### config.mk
export PLATFORM = sky130hd
export DESIGN_NAME = led_matrix_row_scanner_core_flat
export DESIGN_NICKNAME = d
export VERILOG_FILES = /design/src/design/ledscan_pkg.sv /design/src/design/ledscan_item_if.sv /design/src/design/ledscan_result_if.sv /design/src/design/ledscan_front.sv /design/src/design/ledscan_queue.sv /design/src/design/ledscan_back.sv /design/src/design/led_matrix_row_scanner_core.sv /design/src/flat_wrapper.sv
export SDC_FILE = /design/constraint.sdc
export NUM_CORES = 1
export LEC_CHECK = 0
export BUFFER_PORTS_ARGS = -buffer_cell sky130_fd_sc_hd__buf_2
export CORE_MARGIN = 5
export CORE_UTILIZATION = 40
export CTS_BUF_LIST = sky130_fd_sc_hd__clkbuf_16
export DETAILED_ROUTE_END_ITERATION = 7
export PLACE_DENSITY = 0.56
export SYNTH_ARGS = -nofsm -noshare
export SYNTH_HDL_FRONTEND = slang
export SYNTH_SLANG_ARGS = --single-unit
### constraint.sdc
create_clock -name clk -period 6.1 [get_ports clk]
set_input_delay 1.22 -clock clk [delete_from_list [all_inputs] [get_ports clk]]
set_output_delay 1.22 -clock clk [all_outputs]
set_load 0.03 [all_outputs]
### src/design/ledscan_pkg.sv
// ----------------------------------------------------------------------------
// ledscan_pkg
// Shared types and constants of the LED matrix row scanner.
// ----------------------------------------------------------------------------
package ledscan_pkg;

    localparam int ROW_MAX    = 16;
    localparam int COL_MAX    = 16;
    localparam int DRIVE_W    = 5;
    localparam int BITS_W     = 5;
    localparam int COLUMN_W   = 3;
    localparam int SAMPLE_W   = 12;
    localparam int DARK_W     = 16;
    localparam int ON_W       = 20;
    localparam int ON_US_W    = 10;
    localparam int ON_FRAC_W  = 10;
    localparam int VOFF_W     = 11;
    localparam int SLEW_SHIFT = 9;
    localparam int STEP_W     = ON_W + 1 - SLEW_SHIFT;
    localparam int QUEUE_DEPTH = 2;

    localparam logic [DARK_W-1:0] LEVEL_MIN = 16'd10;
    localparam logic [DARK_W-1:0] LEVEL_MAX = 16'd2000;
    localparam logic [ON_W-1:0]   ON_MIN    = 20'd10240;
    localparam logic [ON_W-1:0]   ON_MAX    = 20'd1023150;
    localparam logic [9:0]        ON_STEP   = 10'd509;

    localparam logic [1:0] KIND_IMAGE   = 2'd0;
    localparam logic [1:0] KIND_LIGHT   = 2'd1;
    localparam logic [1:0] KIND_REFRESH = 2'd2;
    localparam logic [1:0] KIND_DARK    = 2'd3;

    typedef enum logic [1:0] {
        OP_IMAGE,
        OP_LIGHT,
        OP_REFRESH,
        OP_DARK
    } op_t;

    typedef struct packed {
        op_t                   op;
        logic [COLUMN_W-1:0]   column;
        logic [ROW_MAX-1:0]    row_bits;
        logic [SAMPLE_W-1:0]   sample;
        logic [DARK_W-1:0]     dark_value;
    } cmd_t;

endpackage

### src/design/ledscan_item_if.sv
// ----------------------------------------------------------------------------
// ledscan_item_if
// Input item channel: valid/ready handshake with the item fields.
// ----------------------------------------------------------------------------
interface ledscan_item_if;

    logic        valid;
    logic        ready;
    logic [1:0]  kind;
    logic [2:0]  column;
    logic [4:0]  column_bits;
    logic [11:0] light_sample;
    logic [15:0] dark_level_value;

    modport source
    (
        output valid, kind, column, column_bits, light_sample, dark_level_value,
        input  ready
    );

    modport sink
    (
        input  valid, kind, column, column_bits, light_sample, dark_level_value,
        output ready
    );

endinterface

### src/design/ledscan_result_if.sv
// ----------------------------------------------------------------------------
// ledscan_result_if
// Result item channel: valid/ready handshake with the drive fields.
// ----------------------------------------------------------------------------
interface ledscan_result_if;

    logic       valid;
    logic       ready;
    logic [4:0] row_drive;
    logic [4:0] col_drive;
    logic [9:0] on_time_us;
    logic       last;

    modport source
    (
        output valid, row_drive, col_drive, on_time_us, last,
        input  ready
    );

    modport sink
    (
        input  valid, row_drive, col_drive, on_time_us, last,
        output ready
    );

endinterface

### src/design/ledscan_front.sv
// ----------------------------------------------------------------------------
// ledscan_front
// Accepts input items, decodes the kind into a command, reorders the column
// bits into row order and drops image writes to columns out of range.
// ----------------------------------------------------------------------------
module ledscan_front #(
    parameter int ROWS = 5,
    parameter int COLS = 5
)(
    input  logic                clk,
    input  logic                rst_n,
    ledscan_item_if.sink        item,
    output logic                cmd_valid,
    output ledscan_pkg::cmd_t   cmd,
    input  logic                cmd_ready
);

    import ledscan_pkg::*;

    logic cmd_valid_reg;
    cmd_t cmd_reg;
    cmd_t cmd_next;
    logic keep;
    logic take;

    assign item.ready = !cmd_valid_reg || cmd_ready;
    assign take       = item.valid && item.ready;
    assign cmd_valid  = cmd_valid_reg;
    assign cmd        = cmd_reg;

    always_comb
    begin
        cmd_next            = '0;
        cmd_next.column     = item.column;
        cmd_next.sample     = item.light_sample;
        cmd_next.dark_value = item.dark_level_value;
        for (int i = 0; i < ROW_MAX; i++)
        begin
            if (i < ROWS && (ROWS - 1 - i) < BITS_W)
            begin
                cmd_next.row_bits[i] = item.column_bits[3'(ROWS - 1 - i)];
            end
        end
        keep = 1'b1;
        case (item.kind)
            KIND_IMAGE:
            begin
                cmd_next.op = OP_IMAGE;
                keep        = (int'(item.column) < COLS);
            end
            KIND_LIGHT:   cmd_next.op = OP_LIGHT;
            KIND_REFRESH: cmd_next.op = OP_REFRESH;
            KIND_DARK:    cmd_next.op = OP_DARK;
            default:      cmd_next.op = OP_REFRESH;
        endcase
    end

    always_ff @(posedge clk or negedge rst_n)
    begin
        if (!rst_n)
        begin
            cmd_valid_reg <= 1'b0;
        end
        else if (take)
        begin
            cmd_valid_reg <= keep;
        end
        else if (cmd_ready)
        begin
            cmd_valid_reg <= 1'b0;
        end
    end

    always_ff @(posedge clk)
    begin
        if (take)
        begin
            cmd_reg <= cmd_next;
        end
    end

endmodule

### src/design/ledscan_queue.sv
// ----------------------------------------------------------------------------
// ledscan_queue
// Short command queue between the front and the back.
// ----------------------------------------------------------------------------
module ledscan_queue (
    input  logic                clk,
    input  logic                rst_n,
    input  logic                push_valid,
    input  ledscan_pkg::cmd_t   push_cmd,
    output logic                push_ready,
    output logic                pop_valid,
    output ledscan_pkg::cmd_t   pop_cmd,
    input  logic                pop_ready
);

    import ledscan_pkg::*;

    localparam int PW = (QUEUE_DEPTH > 1) ? $clog2(QUEUE_DEPTH) : 1;
    localparam int CW = $clog2(QUEUE_DEPTH + 1);

    cmd_t          mem_reg [QUEUE_DEPTH];
    logic [PW-1:0] wr_ptr_reg;
    logic [PW-1:0] rd_ptr_reg;
    logic [CW-1:0] count_reg;
    logic          push;
    logic          pop;

    assign push_ready = (count_reg != CW'(QUEUE_DEPTH));
    assign pop_valid  = (count_reg != '0);
    assign pop_cmd    = mem_reg[rd_ptr_reg];
    assign push       = push_valid && push_ready;
    assign pop        = pop_valid && pop_ready;

    always_ff @(posedge clk or negedge rst_n)
    begin
        if (!rst_n)
        begin
            wr_ptr_reg <= '0;
            rd_ptr_reg <= '0;
            count_reg  <= '0;
        end
        else
        begin
            if (push)
            begin
                wr_ptr_reg <= (wr_ptr_reg == PW'(QUEUE_DEPTH - 1)) ? '0 : wr_ptr_reg + 1'b1;
            end
            if (pop)
            begin
                rd_ptr_reg <= (rd_ptr_reg == PW'(QUEUE_DEPTH - 1)) ? '0 : rd_ptr_reg + 1'b1;
            end
            if (push && !pop)
            begin
                count_reg <= count_reg + 1'b1;
            end
            else if (pop && !push)
            begin
                count_reg <= count_reg - 1'b1;
            end
        end
    end

    always_ff @(posedge clk)
    begin
        if (push)
        begin
            mem_reg[wr_ptr_reg] <= push_cmd;
        end
    end

endmodule

### src/design/ledscan_back.sv
// ----------------------------------------------------------------------------
// ledscan_back
// Executes commands: image store writes, dark level and target updates,
// on-time slewing and the row scan that emits drive items.
// ----------------------------------------------------------------------------
module ledscan_back #(
    parameter int ROWS = 5,
    parameter int COLS = 5
)(
    input  logic                clk,
    input  logic                rst_n,
    input  logic                cmd_valid,
    input  ledscan_pkg::cmd_t   cmd,
    output logic                cmd_ready,
    ledscan_result_if.source    result
);

    import ledscan_pkg::*;

    localparam int RW = (ROWS > 1) ? $clog2(ROWS) : 1;
    localparam logic [ROWS-1:0] ROW_ALL = '1;
    localparam logic [ROW_MAX-1:0] ROW_ALL_WIDE = ROW_MAX'(ROW_ALL);
    localparam logic [DRIVE_W-1:0] ROW_OFF = ROW_ALL_WIDE[DRIVE_W-1:0];

    typedef enum logic [4:0] {
        ST_IDLE   = 5'b00001,
        ST_TARGET = 5'b00010,
        ST_SLEW   = 5'b00100,
        ST_SCAN   = 5'b01000,
        ST_LAST   = 5'b10000
    } state_t;

    state_t                state_reg;
    logic [ROWS-1:0]       store_reg [COLS];
    logic [DARK_W-1:0]     dark_reg;
    logic [ON_W-1:0]       target_reg;
    logic [ON_W-1:0]       current_reg;
    logic [VOFF_W-1:0]     voff_reg;
    logic [STEP_W-1:0]     step_reg;
    logic [ON_W:0]         diff_reg;
    logic [RW-1:0]         row_reg;

    logic                  out_valid_reg;
    logic [DRIVE_W-1:0]    row_drive_reg;
    logic [DRIVE_W-1:0]    col_drive_reg;
    logic [ON_US_W-1:0]    on_time_reg;
    logic                  last_reg;

    logic                  pop;
    logic                  slot_free;
    logic                  emit;
    logic [DARK_W-1:0]     sample_wide;
    logic [DARK_W-1:0]     dark_next;
    logic [DARK_W-1:0]     level;
    logic [VOFF_W-1:0]     voff_next;
    logic [ON_W:0]         sum;
    logic [STEP_W-1:0]     step_next;
    logic [ON_W:0]         step_wide;
    logic [COLS-1:0]       col_set;
    logic [COL_MAX-1:0]    col_wide;
    logic [ROWS-1:0]       row_sel;
    logic [ROW_MAX-1:0]    row_wide;

    assign cmd_ready  = (state_reg == ST_IDLE);
    assign pop        = cmd_valid && cmd_ready;
    assign slot_free  = !out_valid_reg || result.ready;
    assign emit       = slot_free && ((state_reg == ST_SCAN && col_set != '0) ||
                                      state_reg == ST_LAST);

    assign result.valid      = out_valid_reg;
    assign result.row_drive  = row_drive_reg;
    assign result.col_drive  = col_drive_reg;
    assign result.on_time_us = on_time_reg;
    assign result.last       = last_reg;

    always_comb
    begin
        sample_wide = DARK_W'(cmd.sample);
        dark_next   = (sample_wide > dark_reg) ? sample_wide : dark_reg;
        level       = dark_next - sample_wide;
        if (level > LEVEL_MAX)
        begin
            voff_next = VOFF_W'(LEVEL_MAX - LEVEL_MIN);
        end
        else if (level < LEVEL_MIN)
        begin
            voff_next = '0;
        end
        else
        begin
            voff_next = VOFF_W'(level - LEVEL_MIN);
        end
        sum       = (ON_W + 1)'(current_reg) + (ON_W + 1)'(target_reg);
        step_next = sum[ON_W:SLEW_SHIFT];
        if (step_next == '0)
        begin
            step_next = STEP_W'(1);
        end
        step_wide = (ON_W + 1)'(step_reg);
        for (int j = 0; j < COLS; j++)
        begin
            col_set[j] = store_reg[j][row_reg];
        end
        col_wide = COL_MAX'(col_set);
        row_sel  = ROW_ALL & ~(ROWS'(1) << row_reg);
        row_wide = ROW_MAX'(row_sel);
    end

    always_ff @(posedge clk or negedge rst_n)
    begin
        if (!rst_n)
        begin
            state_reg     <= ST_IDLE;
            dark_reg      <= '0;
            target_reg    <= ON_MIN;
            current_reg   <= ON_MIN;
            row_reg       <= '0;
            out_valid_reg <= 1'b0;
            for (int j = 0; j < COLS; j++)
            begin
                store_reg[j] <= '0;
            end
        end
        else
        begin
            if (emit)
            begin
                out_valid_reg <= 1'b1;
            end
            else if (result.ready)
            begin
                out_valid_reg <= 1'b0;
            end
            case (state_reg)
                ST_IDLE:
                begin
                    if (pop)
                    begin
                        case (cmd.op)
                            OP_IMAGE:
                            begin
                                for (int j = 0; j < COLS; j++)
                                begin
                                    if (int'(cmd.column) == j)
                                    begin
                                        store_reg[j] <= cmd.row_bits[ROWS-1:0];
                                    end
                                end
                            end
                            OP_LIGHT:
                            begin
                                dark_reg  <= dark_next;
                                state_reg <= ST_TARGET;
                            end
                            OP_DARK:
                            begin
                                dark_reg <= cmd.dark_value;
                            end
                            OP_REFRESH:
                            begin
                                state_reg <= ST_SLEW;
                            end
                            default:
                            begin
                                state_reg <= ST_IDLE;
                            end
                        endcase
                    end
                end
                ST_TARGET:
                begin
                    target_reg <= ON_MIN + ON_W'(voff_reg * ON_STEP);
                    state_reg  <= ST_IDLE;
                end
                ST_SLEW:
                begin
                    if ($signed(diff_reg) > $signed(step_wide))
                    begin
                        current_reg <= current_reg + ON_W'(step_reg);
                    end
                    else if ($signed(diff_reg) < -$signed(step_wide))
                    begin
                        current_reg <= current_reg - ON_W'(step_reg);
                    end
                    else
                    begin
                        current_reg <= target_reg;
                    end
                    row_reg   <= '0;
                    state_reg <= ST_SCAN;
                end
                ST_SCAN:
                begin
                    if (col_set == '0 || slot_free)
                    begin
                        if (row_reg == RW'(ROWS - 1))
                        begin
                            state_reg <= ST_LAST;
                        end
                        else
                        begin
                            row_reg <= row_reg + 1'b1;
                        end
                    end
                end
                ST_LAST:
                begin
                    if (slot_free)
                    begin
                        state_reg <= ST_IDLE;
                    end
                end
                default:
                begin
                    state_reg <= ST_IDLE;
                end
            endcase
        end
    end

    always_ff @(posedge clk)
    begin
        if (pop && cmd.op == OP_LIGHT)
        begin
            voff_reg <= voff_next;
        end
        if (pop && cmd.op == OP_REFRESH)
        begin
            step_reg <= step_next;
            diff_reg <= (ON_W + 1)'(target_reg) - (ON_W + 1)'(current_reg);
        end
        if (state_reg == ST_SCAN && col_set != '0 && slot_free)
        begin
            row_drive_reg <= row_wide[DRIVE_W-1:0];
            col_drive_reg <= col_wide[DRIVE_W-1:0];
            on_time_reg   <= current_reg[ON_FRAC_W +: ON_US_W];
            last_reg      <= 1'b0;
        end
        else if (state_reg == ST_LAST && slot_free)
        begin
            row_drive_reg <= ROW_OFF;
            col_drive_reg <= '0;
            on_time_reg   <= '0;
            last_reg      <= 1'b1;
        end
    end

    assert property (@(posedge clk) disable iff (!rst_n)
        out_valid_reg && last_reg |-> col_drive_reg == '0 && row_drive_reg == ROW_OFF)
        else $error("all-off item carries lit columns");

    assert property (@(posedge clk) disable iff (!rst_n)
        current_reg >= ON_MIN && current_reg <= ON_MAX)
        else $error("current on-time out of range");

    assert property (@(posedge clk) disable iff (!rst_n)
        target_reg >= ON_MIN && target_reg <= ON_MAX)
        else $error("target on-time out of range");

    assert property (@(posedge clk) disable iff (!rst_n)
        !$stable(current_reg) |-> $past(state_reg == ST_SLEW))
        else $error("on-time changed outside slew step");

endmodule

### src/design/led_matrix_row_scanner_core.sv
// An accepted item passes the front command register and the queue, then
// the back end; image and dark level items finish in its idle state, light
// samples also pass its target state. Refresh: slew, the row scan and the
// all-off item; a full result register stalls the scan on a lit row.
// Reset: asynchronous; clears image store, dark level; on-times to ON_MIN.
// ----------------------------------------------------------------------------
// led_matrix_row_scanner_core
// Row-multiplexed LED matrix driver with ambient-light brightness control.
// ----------------------------------------------------------------------------
module led_matrix_row_scanner_core #(
    parameter int ROWS = 5,
    parameter int COLS = 5
)(
    input  logic               clk,
    input  logic               rst_n,
    ledscan_item_if.sink       item,
    ledscan_result_if.source   result
);

    import ledscan_pkg::*;

    logic front_valid;
    cmd_t front_cmd;
    logic front_ready;
    logic back_valid;
    cmd_t back_cmd;
    logic back_ready;

    ledscan_front #(
        .ROWS (ROWS),
        .COLS (COLS)
    ) u_front (
        .clk       (clk),
        .rst_n     (rst_n),
        .item      (item),
        .cmd_valid (front_valid),
        .cmd       (front_cmd),
        .cmd_ready (front_ready)
    );

    ledscan_queue u_queue (
        .clk        (clk),
        .rst_n      (rst_n),
        .push_valid (front_valid),
        .push_cmd   (front_cmd),
        .push_ready (front_ready),
        .pop_valid  (back_valid),
        .pop_cmd    (back_cmd),
        .pop_ready  (back_ready)
    );

    ledscan_back #(
        .ROWS (ROWS),
        .COLS (COLS)
    ) u_back (
        .clk       (clk),
        .rst_n     (rst_n),
        .cmd_valid (back_valid),
        .cmd       (back_cmd),
        .cmd_ready (back_ready),
        .result    (result)
    );

endmodule
### src/flat_wrapper.sv
// flat-port wrapper written by rule: the top's interface ports become plain ports
module led_matrix_row_scanner_core_flat import ledscan_pkg::*;
#(
    parameter int ROWS = 5,
    parameter int COLS = 5
)
  (clk, rst_n, item_valid, item_kind, item_column, item_column_bits, item_light_sample, item_dark_level_value, item_ready, result_valid, result_row_drive, result_col_drive, result_on_time_us, result_last, result_ready);
  ledscan_item_if item_i ();
  ledscan_result_if result_i ();
  input  logic clk;
  input  logic rst_n;
  input wire logic [$bits(item_i.valid)-1:0] item_valid;
  input wire logic [$bits(item_i.kind)-1:0] item_kind;
  input wire logic [$bits(item_i.column)-1:0] item_column;
  input wire logic [$bits(item_i.column_bits)-1:0] item_column_bits;
  input wire logic [$bits(item_i.light_sample)-1:0] item_light_sample;
  input wire logic [$bits(item_i.dark_level_value)-1:0] item_dark_level_value;
  output wire logic [$bits(item_i.ready)-1:0] item_ready;
  output wire logic [$bits(result_i.valid)-1:0] result_valid;
  output wire logic [$bits(result_i.row_drive)-1:0] result_row_drive;
  output wire logic [$bits(result_i.col_drive)-1:0] result_col_drive;
  output wire logic [$bits(result_i.on_time_us)-1:0] result_on_time_us;
  output wire logic [$bits(result_i.last)-1:0] result_last;
  input wire logic [$bits(result_i.ready)-1:0] result_ready;
  assign item_i.valid = item_valid;
  assign item_i.kind = item_kind;
  assign item_i.column = item_column;
  assign item_i.column_bits = item_column_bits;
  assign item_i.light_sample = item_light_sample;
  assign item_i.dark_level_value = item_dark_level_value;
  assign item_ready = item_i.ready;
  assign result_valid = result_i.valid;
  assign result_row_drive = result_i.row_drive;
  assign result_col_drive = result_i.col_drive;
  assign result_on_time_us = result_i.on_time_us;
  assign result_last = result_i.last;
  assign result_i.ready = result_ready;
  led_matrix_row_scanner_core #(.ROWS(ROWS), .COLS(COLS)) u_core (.clk(clk), .rst_n(rst_n), .item(item_i), .result(result_i));
endmodule
==> results.py, run 1 <==
metrics = {
    "die": {
        "fp.dieArea_sq_um": 49300,
        "die_w_um": 222,
        "initial_core_util_pct": 40.5,
        "core_sq_um": 44300,
        "die_h_um": 222,
        "rows": 77,
        "ios": 65,
    },
    "critical_path": {
        "r2r-start": "u_core.u_queue.rd_ptr_reg$_DFFE_PN0P_",
        "reg2reg_depth": 22,
        "critPathKind": "register to register",
        "r2r-end": "u_core.u_back.voff_reg[6]$_SDFFCE_PN1P_",
        "start_kind": "register",
        "rrSetupSlack_ps": 360,
        "crit_arrival_ps": 6040,
        "endpoint_kind": "register",
        "path_max_fanout": 20,
        "critPathRequiredTime_ps": 6400,
    },
    "timing": {
        "slew_headroom_pct": 22.7,
        "max_clock_freq_ghz": 0.174,
        "rsz0062_at_grt": "false",
        "whs_ps": 438,
        "fin_crit_ps": 5740,
        "finalSetupTns_ps": 0,
        "finClkSkew_ps": 27.0,
        "setup_viol": 0,
        "timing.final.hold_violations": 0,
        "tightest_slew_ps": 1160,
        "fin_crit_sh_pct": 94.2,
        "finalMaxSlewViolations": 0,
    },
    "final_layout": {
        "fin_util_pct": 45.1,
        "fin_cells": 2327,
        "drive_above_1_share_pct": 12.1,
        "area_growth_pct": 11.2,
        "diodes": 0,
        "largest_register_ffs": 74,
        "fin_nets": 1994,
    },
    "synth": {
        "yosys.area.top_type": "edfxtp_1",
        "synthCells": 1649,
        "ys_async_sr_fraction_pct": 33.8,
        "netlist_top_cells_area": "edfxtp_1 29%, ha_1 13%, dfrtp_1 12%",
        "synth_top_family_by_area": "adder cells",
        "avgSynthCellArea_sq_um": 10.9,
        "synth_ff_type": "edfxtp_1",
        "ys_ff_latch": 266,
        "synth_compound_gate_area_share_pct": 14.5,
        "ys_types": 88,
        "synthAdderAreaFrac_pct": 18.8,
        "yosysWarnings": 0,
        "synth_xor_area_share_pct": 3.66,
        "synthesis.area_sq_um": 18000,
        "synthSimpleGateAreaFrac_pct": 11.2,
        "synth_nets": 1931,
        "synth_edf_count": 175,
        "synthMuxAreaShare_pct": 5.29,
        "yosysTopAreaCellShare_pct": 29.2,
        "synth-seq-area-share_pct": 41.9,
    },
    "placement": {
        "finalWeightedCongestion": 0.903,
        "hpwlAfterDp_um": 31600,
        "place_inst": 2271,
        "portBuffers": 63,
    },
    "detailed_routing": {
        "first_pass_iters": 6,
        "avgRoutedWirePerCell_um": 17.7,
        "vias": 12600,
        "ant_nets": 0,
        "drc": 0,
        "drt_wl_total_um": 41300,
        "routed_via_density": 5.42,
        "drtIter0Drc": 713,
    },
    "clocking": {
        "cts_max_level": 1,
        "cts_tree": "done",
        "clk_latency_ps": 590,
        "cts.clk_slew.worst_paths_ps": 60,
        "clock_path_buffers": 3,
        "cts_sinks": 266,
        "numCtsBuffers": 30,
        "hold_buffers": 0,
        "cts_root_buf": "clkbuf_16",
    },
    "global_route": {
        "grt_max_degree": 51,
        "grt.total_usage_pct": 16.6,
        "grt_pass1_wl_um": 68700,
        "use_met3_pct": 2.09,
        "met2_usage_pct": 26.8,
        "grt-ovfl-total": 0,
        "grt_pass1_vias": 13000,
        "gr-usage-met1_pct": 23.9,
        "antenna_found_initial": 0,
        "gr-max-usage-layer": "met2",
    },
    "min_path": {
        "min_path_cells": 0,
        "min_to": "u_core.u_queue.mem_reg[1][3]$_DFFE_PP_",
        "worstHoldPathType": "register to register",
        "worstHoldStart": "u_core.u_front.cmd[3]$_DFFE_PP_",
    },
    "job": {
        "maxCapViolCount": 0,
    },
    "run_status": {
        "status": "finished, final reports clean",
    },
}
## worst max path at each step
stage | slack, ps | cells past startpoint | end | from
after floorplan | 110 | 25 | u_core.u_back.voff_reg[6]$_SDFFCE_PN1P_ | u_core.u_queue.rd_ptr_reg$_DFFE_PN0P_
after global placement | 320 | 21 | u_core.u_back.voff_reg[9]$_SDFFCE_PN1P_ | u_core.u_queue.rd_ptr_reg$_DFFE_PN0P_
after detailed placement | 290 | 21 | u_core.u_back.voff_reg[6]$_SDFFCE_PN1P_ | u_core.u_queue.rd_ptr_reg$_DFFE_PN0P_
after CTS | 200 | 21 | u_core.u_back.voff_reg[0]$_SDFFCE_PP0P_ | u_core.u_queue.rd_ptr_reg$_DFFE_PN0P_
after global routing | 40 | 22 | u_core.u_back.voff_reg[6]$_SDFFCE_PN1P_ | u_core.u_queue.rd_ptr_reg$_DFFE_PN0P_
final | 360 | 22 | u_core.u_back.voff_reg[6]$_SDFFCE_PN1P_ | u_core.u_queue.rd_ptr_reg$_DFFE_PN0P_
## cells in the mapped netlist (all sizes together) (31+ instances only)
library cell and instances:
ha 189, edfxtp 175, inv 157, nor2 91
dfrtp 85, nand2 77, a21oi 73, nor3 64
o21ai 58, xnor2 54, fa 51, clkbuf 50
mux2i 50, mux2 40, nand3 31
## cell usage in the layout, fill, tap and decap left out, types with 19 or more instances in the layout
cell type,count
fa_1,51
clkbuf_16,30
o21a_1,21
nand3_1,31
nand2_1,77
mux2i_1,50
nor3_1,62
dfrtp_1,84
nor2b_1,19
mux2_2,40
xor2_1,20
edfxtp_1,175
a21oi_1,72
a21o_1,23
buf_2,62
o21ai_0,49
or3_1,22
o211ai_1,30
a211oi_1,23
ha_1,189
inv_1,167
nor2_1,89
buf_4,26
xnor2_1,54
## stage by stage
stage,instance area [sq um],setup slack [ps]
4_1_cts,19900,203
3_5_place_dp,19000,295
5_1_grt,20000,35.2
6_report,20000,356
2_1_floorplan,18000,110
3_3_place_gp,19000,317
## layout make-up
cell class | instances | area, sq um
multi-input cells | 1168 | 9650
clock inverters | 25 | 188
well taps | 592 | 741
repair buffers | 89 | 526
fillers | 4182 | 24300
flip-flops and latches | 266 | 7540
clock buffers | 30 | 751
inverters | 157 | 589
## per-layer routing
layer | part of all wire (%) | up-vias
met5 | 0 | -
met2 | 46 | 267
met4 | 2.2 | 0
li1 | - | 6150
met1 | 48 | 6143
met3 | 4.4 | 59
## critical path, cell delays in order (launching register included)
cell and delay (ps):
dfrtp_4 550, mux2i_1 260, inv_1 120, ha_1 310, nor2b_1 140, o21a_1 160, o21a_1 160, o21ai_1 110
a21oi_1 80, or4_1 420, nand2_1 240, buf_4 340, mux2i_1 260, ha_1 310, o21a_1 190, o31a_1 130
o21a_1 230, or3_1 370, a211oi_1 330, nand4_1 230, nor3_4 270, buf_12 150, o211ai_1 90
## timing repair
item	4_1_cts	5_1_grt
endpoints found under the setup margin	0	10
buffers inserted	0	1
resized for setup	0	4
## kinds of logic after synthesis
group / after synthesis
compound gates: 371
xor+xnor: 75
fa+ha+maj: 240
buf+inv: 215
flops: 266
mux: 90
simple gates: 392
Power of run 1 is not shown: default switching activity piles up to over one toggle a cycle in this logic, so the estimate is an artifact.
==> run 2, diff against run 1 <==
--- a/config.mk
+++ b/config.mk
@@ -6,7 +6,7 @@
 export NUM_CORES = 1
 export LEC_CHECK = 0
 export BUFFER_PORTS_ARGS = -buffer_cell sky130_fd_sc_hd__buf_2
-export CORE_MARGIN = 5
+export CORE_MARGIN = 3
 export CORE_UTILIZATION = 40
 export CTS_BUF_LIST = sky130_fd_sc_hd__clkbuf_16
 export DETAILED_ROUTE_END_ITERATION = 7
==> run 2 against run 1 <==
  * Via count down 0.22%
  * Register-to-register slack better by 70 ps
  * Highest routed layer unchanged
  * Worst hold slack gained 6.4 ps
  * Cell count is essentially flat
  * Cell area is 0.33% higher
  * Clock-buffer cell count grew 1
  * Clock skew is 6.7 ps higher
  * Global-route usage grew 0.81 points
  * Critical endpoint is now u_core.u_back.voff_reg[2]$_SDFFCE_PN1P_
==> results.py, run 2 (synthesized netlist as in run 1, its figures left out) <==
metrics = {
    "die": {
        "rows": 77,
        "initial_core_util_pct": 40.5,
        "die_h_um": 218,
        "die_w_um": 218,
        "ios": 65,
        "fp.dieArea_sq_um": 47500,
        "core_sq_um": 44300,
    },
    "global_route": {
        "antenna_found_initial": 0,
        "grt-ovfl-total": 0,
        "grt_pass1_wl_um": 67500,
        "grt.total_usage_pct": 17.4,
        "grt_pass1_vias": 12700,
        "grt_max_degree": 55,
    },
    "critical_path": {
        "crit_chain": "mux2i_1, inv_1, ha_1, nor2b_1, o21a_1, o21a_1, o21ai_1, a21oi_1, or4_1, nand2_1, buf_6, mux2i_1, ha_1, o21a_1, o31a_1, o21a_1, or3_1, a211oi_1, nand4_1, nor3_4, buf_12, o211ai_1",
        "critPathRequiredTime_ps": 6380,
        "start_kind": "register",
        "worst_path_max_delay_cell": "dfrtp_2",
        "endpoint_kind": "register",
        "path_max_fanout": 20,
        "critPathKind": "register to register",
        "critPathMaxStageDelay_ps": 550,
        "crit_arrival_ps": 5960,
        "crit_top_cell": "o21a_1",
    },
    "detailed_routing": {
        "drt_wl_total_um": 40900,
        "drc": 0,
        "routed_via_density": 5.42,
        "drtIter0Drc": 835,
        "ant_nets": 0,
        "vias": 12600,
        "first_pass_iters": 5,
        "avgRoutedWirePerCell_um": 17.6,
    },
    "job": {
        "maxCapViolCount": 0,
    },
    "clocking": {
        "cts_max_level": 1,
        "cts.clk_slew.worst_paths_ps": 60,
        "cts_root_buf": "clkbuf_16",
        "clk_latency_ps": 580,
        "clock_path_buffers": 3,
        "numCtsBuffers": 30,
        "cts_sinks": 266,
        "cts_tree": "done",
    },
    "timing": {
        "rsz0062_at_grt": "false",
        "tightest_slew_ps": 1080,
        "max_clock_freq_ghz": 0.176,
        "whs_ps": 444,
        "finClkSkew_ps": 33.8,
        "timing.final.hold_violations": 0,
        "setup_viol": 0,
        "fin_crit_ps": 5680,
        "finalSetupTns_ps": 0,
        "finalMaxSlewViolations": 0,
        "slew_headroom_pct": 28.0,
        "fin_crit_sh_pct": 93.1,
    },
    "placement": {
        "finalWeightedCongestion": 0.894,
        "portBuffers": 63,
        "hpwlAfterDp_um": 31200,
        "place_inst": 2269,
    },
    "final_layout": {
        "fin_nets": 1992,
        "area_growth_pct": 11.6,
        "final-seq-area_sq_um": 7530,
        "fin_cells": 2325,
        "drive_above_1_share_pct": 12.4,
        "diodes": 0,
        "n_fill_cell": 4207,
        "mostFrequentLayoutCells": "189 x ha_1, 175 x edfxtp_1, 158 x inv_1, 89 x nor2_1, 84 x dfrtp_1",
        "largest_register_ffs": 74,
        "final_common_cell": "ha_1",
        "multi_input_area_sq_um": 9640,
    },
    "min_path": {
        "worstHoldPathType": "register to register",
    },
    "run_status": {
        "status": "finished, final reports clean",
    },
}
## run 2: cell count changes in the layout (fill, tap and decap cells not counted), sizes merged
cell	delta
clkinv	+1
clkbuf	+1
bufinv	+2
buf	-2
inv	-5
clkinvlp	+1
## run 2: area by class of cell
| type | instances | area share [%] |
|---|---|---|
| sequential | 266 | 37.6 |
| clock buffer | 31 | 3.87 |
| clock inverter | 24 | 1.23 |
| timing repair buffer | 87 | 2.58 |
| tap | 592 | 3.69 |
| inverter | 157 | 2.94 |
| multi-input combinational | 1168 | 48.1 |
## run 2: worst max-delay path: cells and delay by family (launching register included)
kind | cells | cell delay (ps)
AO/OA/AOI/OAI | 9 | 1480
adder cells (fa/ha/maj) | 2 | 620
buffers and inverters | 3 | 550
flip-flops | 1 | 550
multiplexers | 2 | 490
AND/OR/NAND/NOR | 6 | 1700
## run 2: path summary, 6_finish.rpt
kind / slack (ps) / end / cells after the start / start
worst max-delay path: 420 / u_core.u_back.voff_reg[2]$_SDFFCE_PN1P_ / 22 / u_core.u_queue.rd_ptr_reg$_DFFE_PN0P_
worst min register to register: 440 / u_core.u_queue.mem_reg[1][9]$_DFFE_PP_ / 0 / u_core.u_front.cmd[9]$_DFFE_PP_
min in group asynchronous: 720 / u_core.u_back.current_reg[1]$_DFFE_PN0P_ / 1 / rst_n
worst min-delay path: 440 / u_core.u_queue.mem_reg[1][9]$_DFFE_PP_ / 0 / u_core.u_front.cmd[9]$_DFFE_PP_
max in group asynchronous: 4340 / u_core.u_back.state_reg[0]$_DFFE_PN1P_ / 2 / rst_n
worst max register to register: 420 / u_core.u_back.voff_reg[2]$_SDFFCE_PN1P_ / 22 / u_core.u_queue.rd_ptr_reg$_DFFE_PN0P_
## run 2: metrics by stage
step                cell area (sq um)  utilization [%]  worst slack (ps)
floorplan                       18000                -               110
global placement                19000             42.8               385
detailed placement              19000             42.8               316
CTS                             20000             45.1               286
global route                    20000             45.2              38.5
finish                          20000             45.2               422
## run 2: layer usage
| metal | share of wire, % | track usage [%] |
|---|---|---|
| met1 | 48 | 24.8 |
| met2 | 46 | 28.6 |
| met3 | 4.2 | 2.29 |
| met4 | 1.5 | 3.20 |
| met5 | 0 | 0 |
## run 2: what timing repair did
| item | in CTS | in global routing |
|---|---|---|
| setup endpoints to repair | 0 | 10 |
| hold buffers | 0 | 0 |
| resized for setup | 0 | 4 |
| hold endpoints to repair | 0 | 0 |
| setup buffers | 0 | 1 |
Power of run 2 is left out for the same reason.
==> run 3, diff against run 2 <==
--- a/config.mk
+++ b/config.mk
@@ -6,11 +6,13 @@
 export NUM_CORES = 1
 export LEC_CHECK = 0
 export BUFFER_PORTS_ARGS = -buffer_cell sky130_fd_sc_hd__buf_2
-export CORE_MARGIN = 3
+export CORE_MARGIN = 5
 export CORE_UTILIZATION = 40
 export CTS_BUF_LIST = sky130_fd_sc_hd__clkbuf_16
 export DETAILED_ROUTE_END_ITERATION = 7
 export PLACE_DENSITY = 0.56
+export RECOVER_POWER = 100
+export SKIP_LAST_GASP = 1
 export SYNTH_ARGS = -nofsm -noshare
 export SYNTH_HDL_FRONTEND = slang
 export SYNTH_SLANG_ARGS = --single-unit
==> run 3 against run 2 <==
  * Flip-flop and latch count unchanged
  * Via count increased by 0.37%
  * Non-clock buffer count increased by 2
  * First-iteration DRC count decreased by 9.9%
  * Register-to-register slack got worse by 80 ps
  * Sequential share of layout area increased by 0.35 points
  * The run now ends with capacitance limit, slew limit left
  * Critical path depth decreased by 1
  * Global-route usage decreased by 0.81 points
  * Cell count about the same
  * Maximum frequency decreased by 1.4%
  * Cell area decreased by 0.88%
  * Wire length increased by 0.97%
==> results.py, run 3 (synthesized netlist as in run 1, its figures left out) <==
metrics = {
    "timing": {
        "finalSetupTns_ps": 0,
        "setup_ws_ps": 339,
        "tightest_slew_ps": 3110,
        "finalMaxSlewViolations": 208,
        "fin_crit_sh_pct": 94.4,
        "rsz0062_at_grt": "false",
        "finClkSkew_ps": 28.3,
        "setup_viol": 0,
        "max_clock_freq_ghz": 0.174,
        "fin_crit_ps": 5760,
        "slew_headroom_pct": -108,
        "timing.final.hold_violations": 0,
    },
    "final_layout": {
        "largest_register_ffs": 74,
        "n_fill_cell": 4207,
        "fin_nets": 1994,
        "final_common_cell": "ha_1",
        "diodes": 0,
        "area_growth_pct": 10.6,
        "fin_cells": 2327,
        "fin_util_pct": 44.8,
        "mostFrequentLayoutCells": "189 x ha_1, 175 x edfxtp_1, 168 x inv_1, 91 x nor2_1, 84 x dfrtp_1",
        "drive_above_1_share_pct": 9.39,
    },
    "min_path": {
        "min_path_cells": 0,
        "worstHoldStart": "u_core.u_front.cmd[3]$_DFFE_PP_",
        "min_to": "u_core.u_queue.mem_reg[1][3]$_DFFE_PP_",
        "worstHoldPathType": "register to register",
    },
    "clocking": {
        "clk_latency_ps": 590,
        "cts_root_buf": "clkbuf_16",
        "clock_path_buffers": 3,
        "numCtsBuffers": 30,
        "cts.clk_slew.worst_paths_ps": 60,
        "cts_tree": "done",
        "cts_max_level": 1,
        "cts_sinks": 266,
    },
    "die": {
        "initial_core_util_pct": 40.5,
        "rows": 77,
        "die_w_um": 222,
        "ios": 65,
        "core_sq_um": 44300,
        "fp.dieArea_sq_um": 49300,
        "die_h_um": 222,
    },
    "detailed_routing": {
        "vias": 12600,
        "ant_nets": 0,
        "first_pass_iters": 5,
        "drtIter0Drc": 752,
        "drt_wl_total_um": 41300,
        "routed_via_density": 5.43,
        "drc": 0,
        "avgRoutedWirePerCell_um": 17.8,
    },
    "critical_path": {
        "crit_top_cell": "o21a_1",
        "path_max_fanout": 20,
        "start_kind": "register",
        "r2r-start": "u_core.u_queue.rd_ptr_reg$_DFFE_PN0P_",
        "critPathMaxStageDelay_ps": 550,
        "critPathRequiredTime_ps": 6490,
        "endpoint_kind": "register",
        "crit_chain": "mux2i_1, inv_1, ha_1, nor2b_1, o21a_1, o21a_1, o21ai_1, a21oi_1, or4_1, nand2_1, buf_4, mux2i_1, ha_1, o21a_1, o31a_1, o31a_2, o31ai_4, nor2_1, or4_1, a31oi_4, nor4b_2",
        "reg2reg_depth": 21,
        "critPathKind": "register to register",
        "rrSetupSlack_ps": 340,
        "crit_arrival_ps": 6150,
        "r2r-end": "u_core.u_back.voff_reg[3]$_SDFFCE_PP0P_",
        "worst_path_max_delay_cell": "dfrtp_4",
    },
    "global_route": {
        "antenna_found_initial": 0,
        "grt_pass1_wl_um": 68700,
        "grt.total_usage_pct": 16.6,
        "grt_pass1_vias": 13000,
        "grt-ovfl-total": 0,
        "grt_max_degree": 51,
    },
    "run_status": {
        "status": "finished with violations",
        "violations": "capacitance limit, slew limit",
    },
    "placement": {
        "pre_cts_slack_ps": 295,
        "hpwlAfterDp_um": 31600,
        "place_inst": 2271,
        "finalWeightedCongestion": 0.903,
        "portBuffers": 63,
    },
    "job": {
        "maxCapViolCount": 6,
    },
}
run 3: cell types whose count changed in the layout (fill, tap and decap cells not counted), sizes merged:
cell and change:
bufinv -2, clkbuf +36, clkinv -1, buf -35
inv +5, clkinvlp -1
run 3: how the worst max path moves through the flow:
stage | startpoint | depth (start not counted) | slack, ps | endpoint
2_1_floorplan | u_core.u_queue.rd_ptr_reg$_DFFE_PN0P_ | 25 | 110 | u_core.u_back.voff_reg[6]$_SDFFCE_PN1P_
6_report | u_core.u_queue.rd_ptr_reg$_DFFE_PN0P_ | 21 | 340 | u_core.u_back.voff_reg[3]$_SDFFCE_PP0P_
3_3_place_gp | u_core.u_queue.rd_ptr_reg$_DFFE_PN0P_ | 21 | 320 | u_core.u_back.voff_reg[9]$_SDFFCE_PN1P_
4_1_cts | u_core.u_queue.rd_ptr_reg$_DFFE_PN0P_ | 21 | 200 | u_core.u_back.voff_reg[0]$_SDFFCE_PP0P_
3_5_place_dp | u_core.u_queue.rd_ptr_reg$_DFFE_PN0P_ | 21 | 290 | u_core.u_back.voff_reg[6]$_SDFFCE_PN1P_
5_1_grt | u_core.u_queue.rd_ptr_reg$_DFFE_PN0P_ | 21 | 3 | u_core.u_back.voff_reg[3]$_SDFFCE_PP0P_
run 3: through the flow:
stage / area [sq um] / hold WS (ps)
3_3_place_gp: 19000 / 424
4_1_cts: 19900 / 440
2_1_floorplan: 18000 / 421
3_5_place_dp: 19000 / 430
6_report: 19900 / 438
5_1_grt: 19900 / 457
run 3: worst max-delay path: cells and delay by family (launching register included):
family,cells,cell delay (ps)
compound gates,9,1760
fa+ha+maj,2,610
buf+inv,2,460
flops,1,550
mux,2,520
simple gates,6,1660
run 3: final cells by class:
class                      instances  area (sq um)  share of cell area (%)
sequential                       266          7540                    37.9
multi-input combinational       1168          9610                    48.4
inverter                         157           589                    2.97
clock inverter                    25           188                   0.944
tap                              592           741                    3.73
timing repair buffer              89           455                    2.29
clock buffer                      30           751                    3.78
run 3: timing repair:
item / CTS / global route
buffers inserted: 0 / 1
resized for setup: 0 / 4
hold buffers: 0 / 0
hold endpoints to repair: 0 / 0
setup endpoints to repair: 0 / 10
run 3: metal layers:
metal	vias to the layer above	part of all wire [%]	GRT usage [%]
li1	6149	-	-
met1	6170	48	23.9
met2	260	45	26.8
met3	59	3.9	2.09
met4	0	2.3	3.80
met5	-	0	0
Power of run 3 is left out for the same reason.
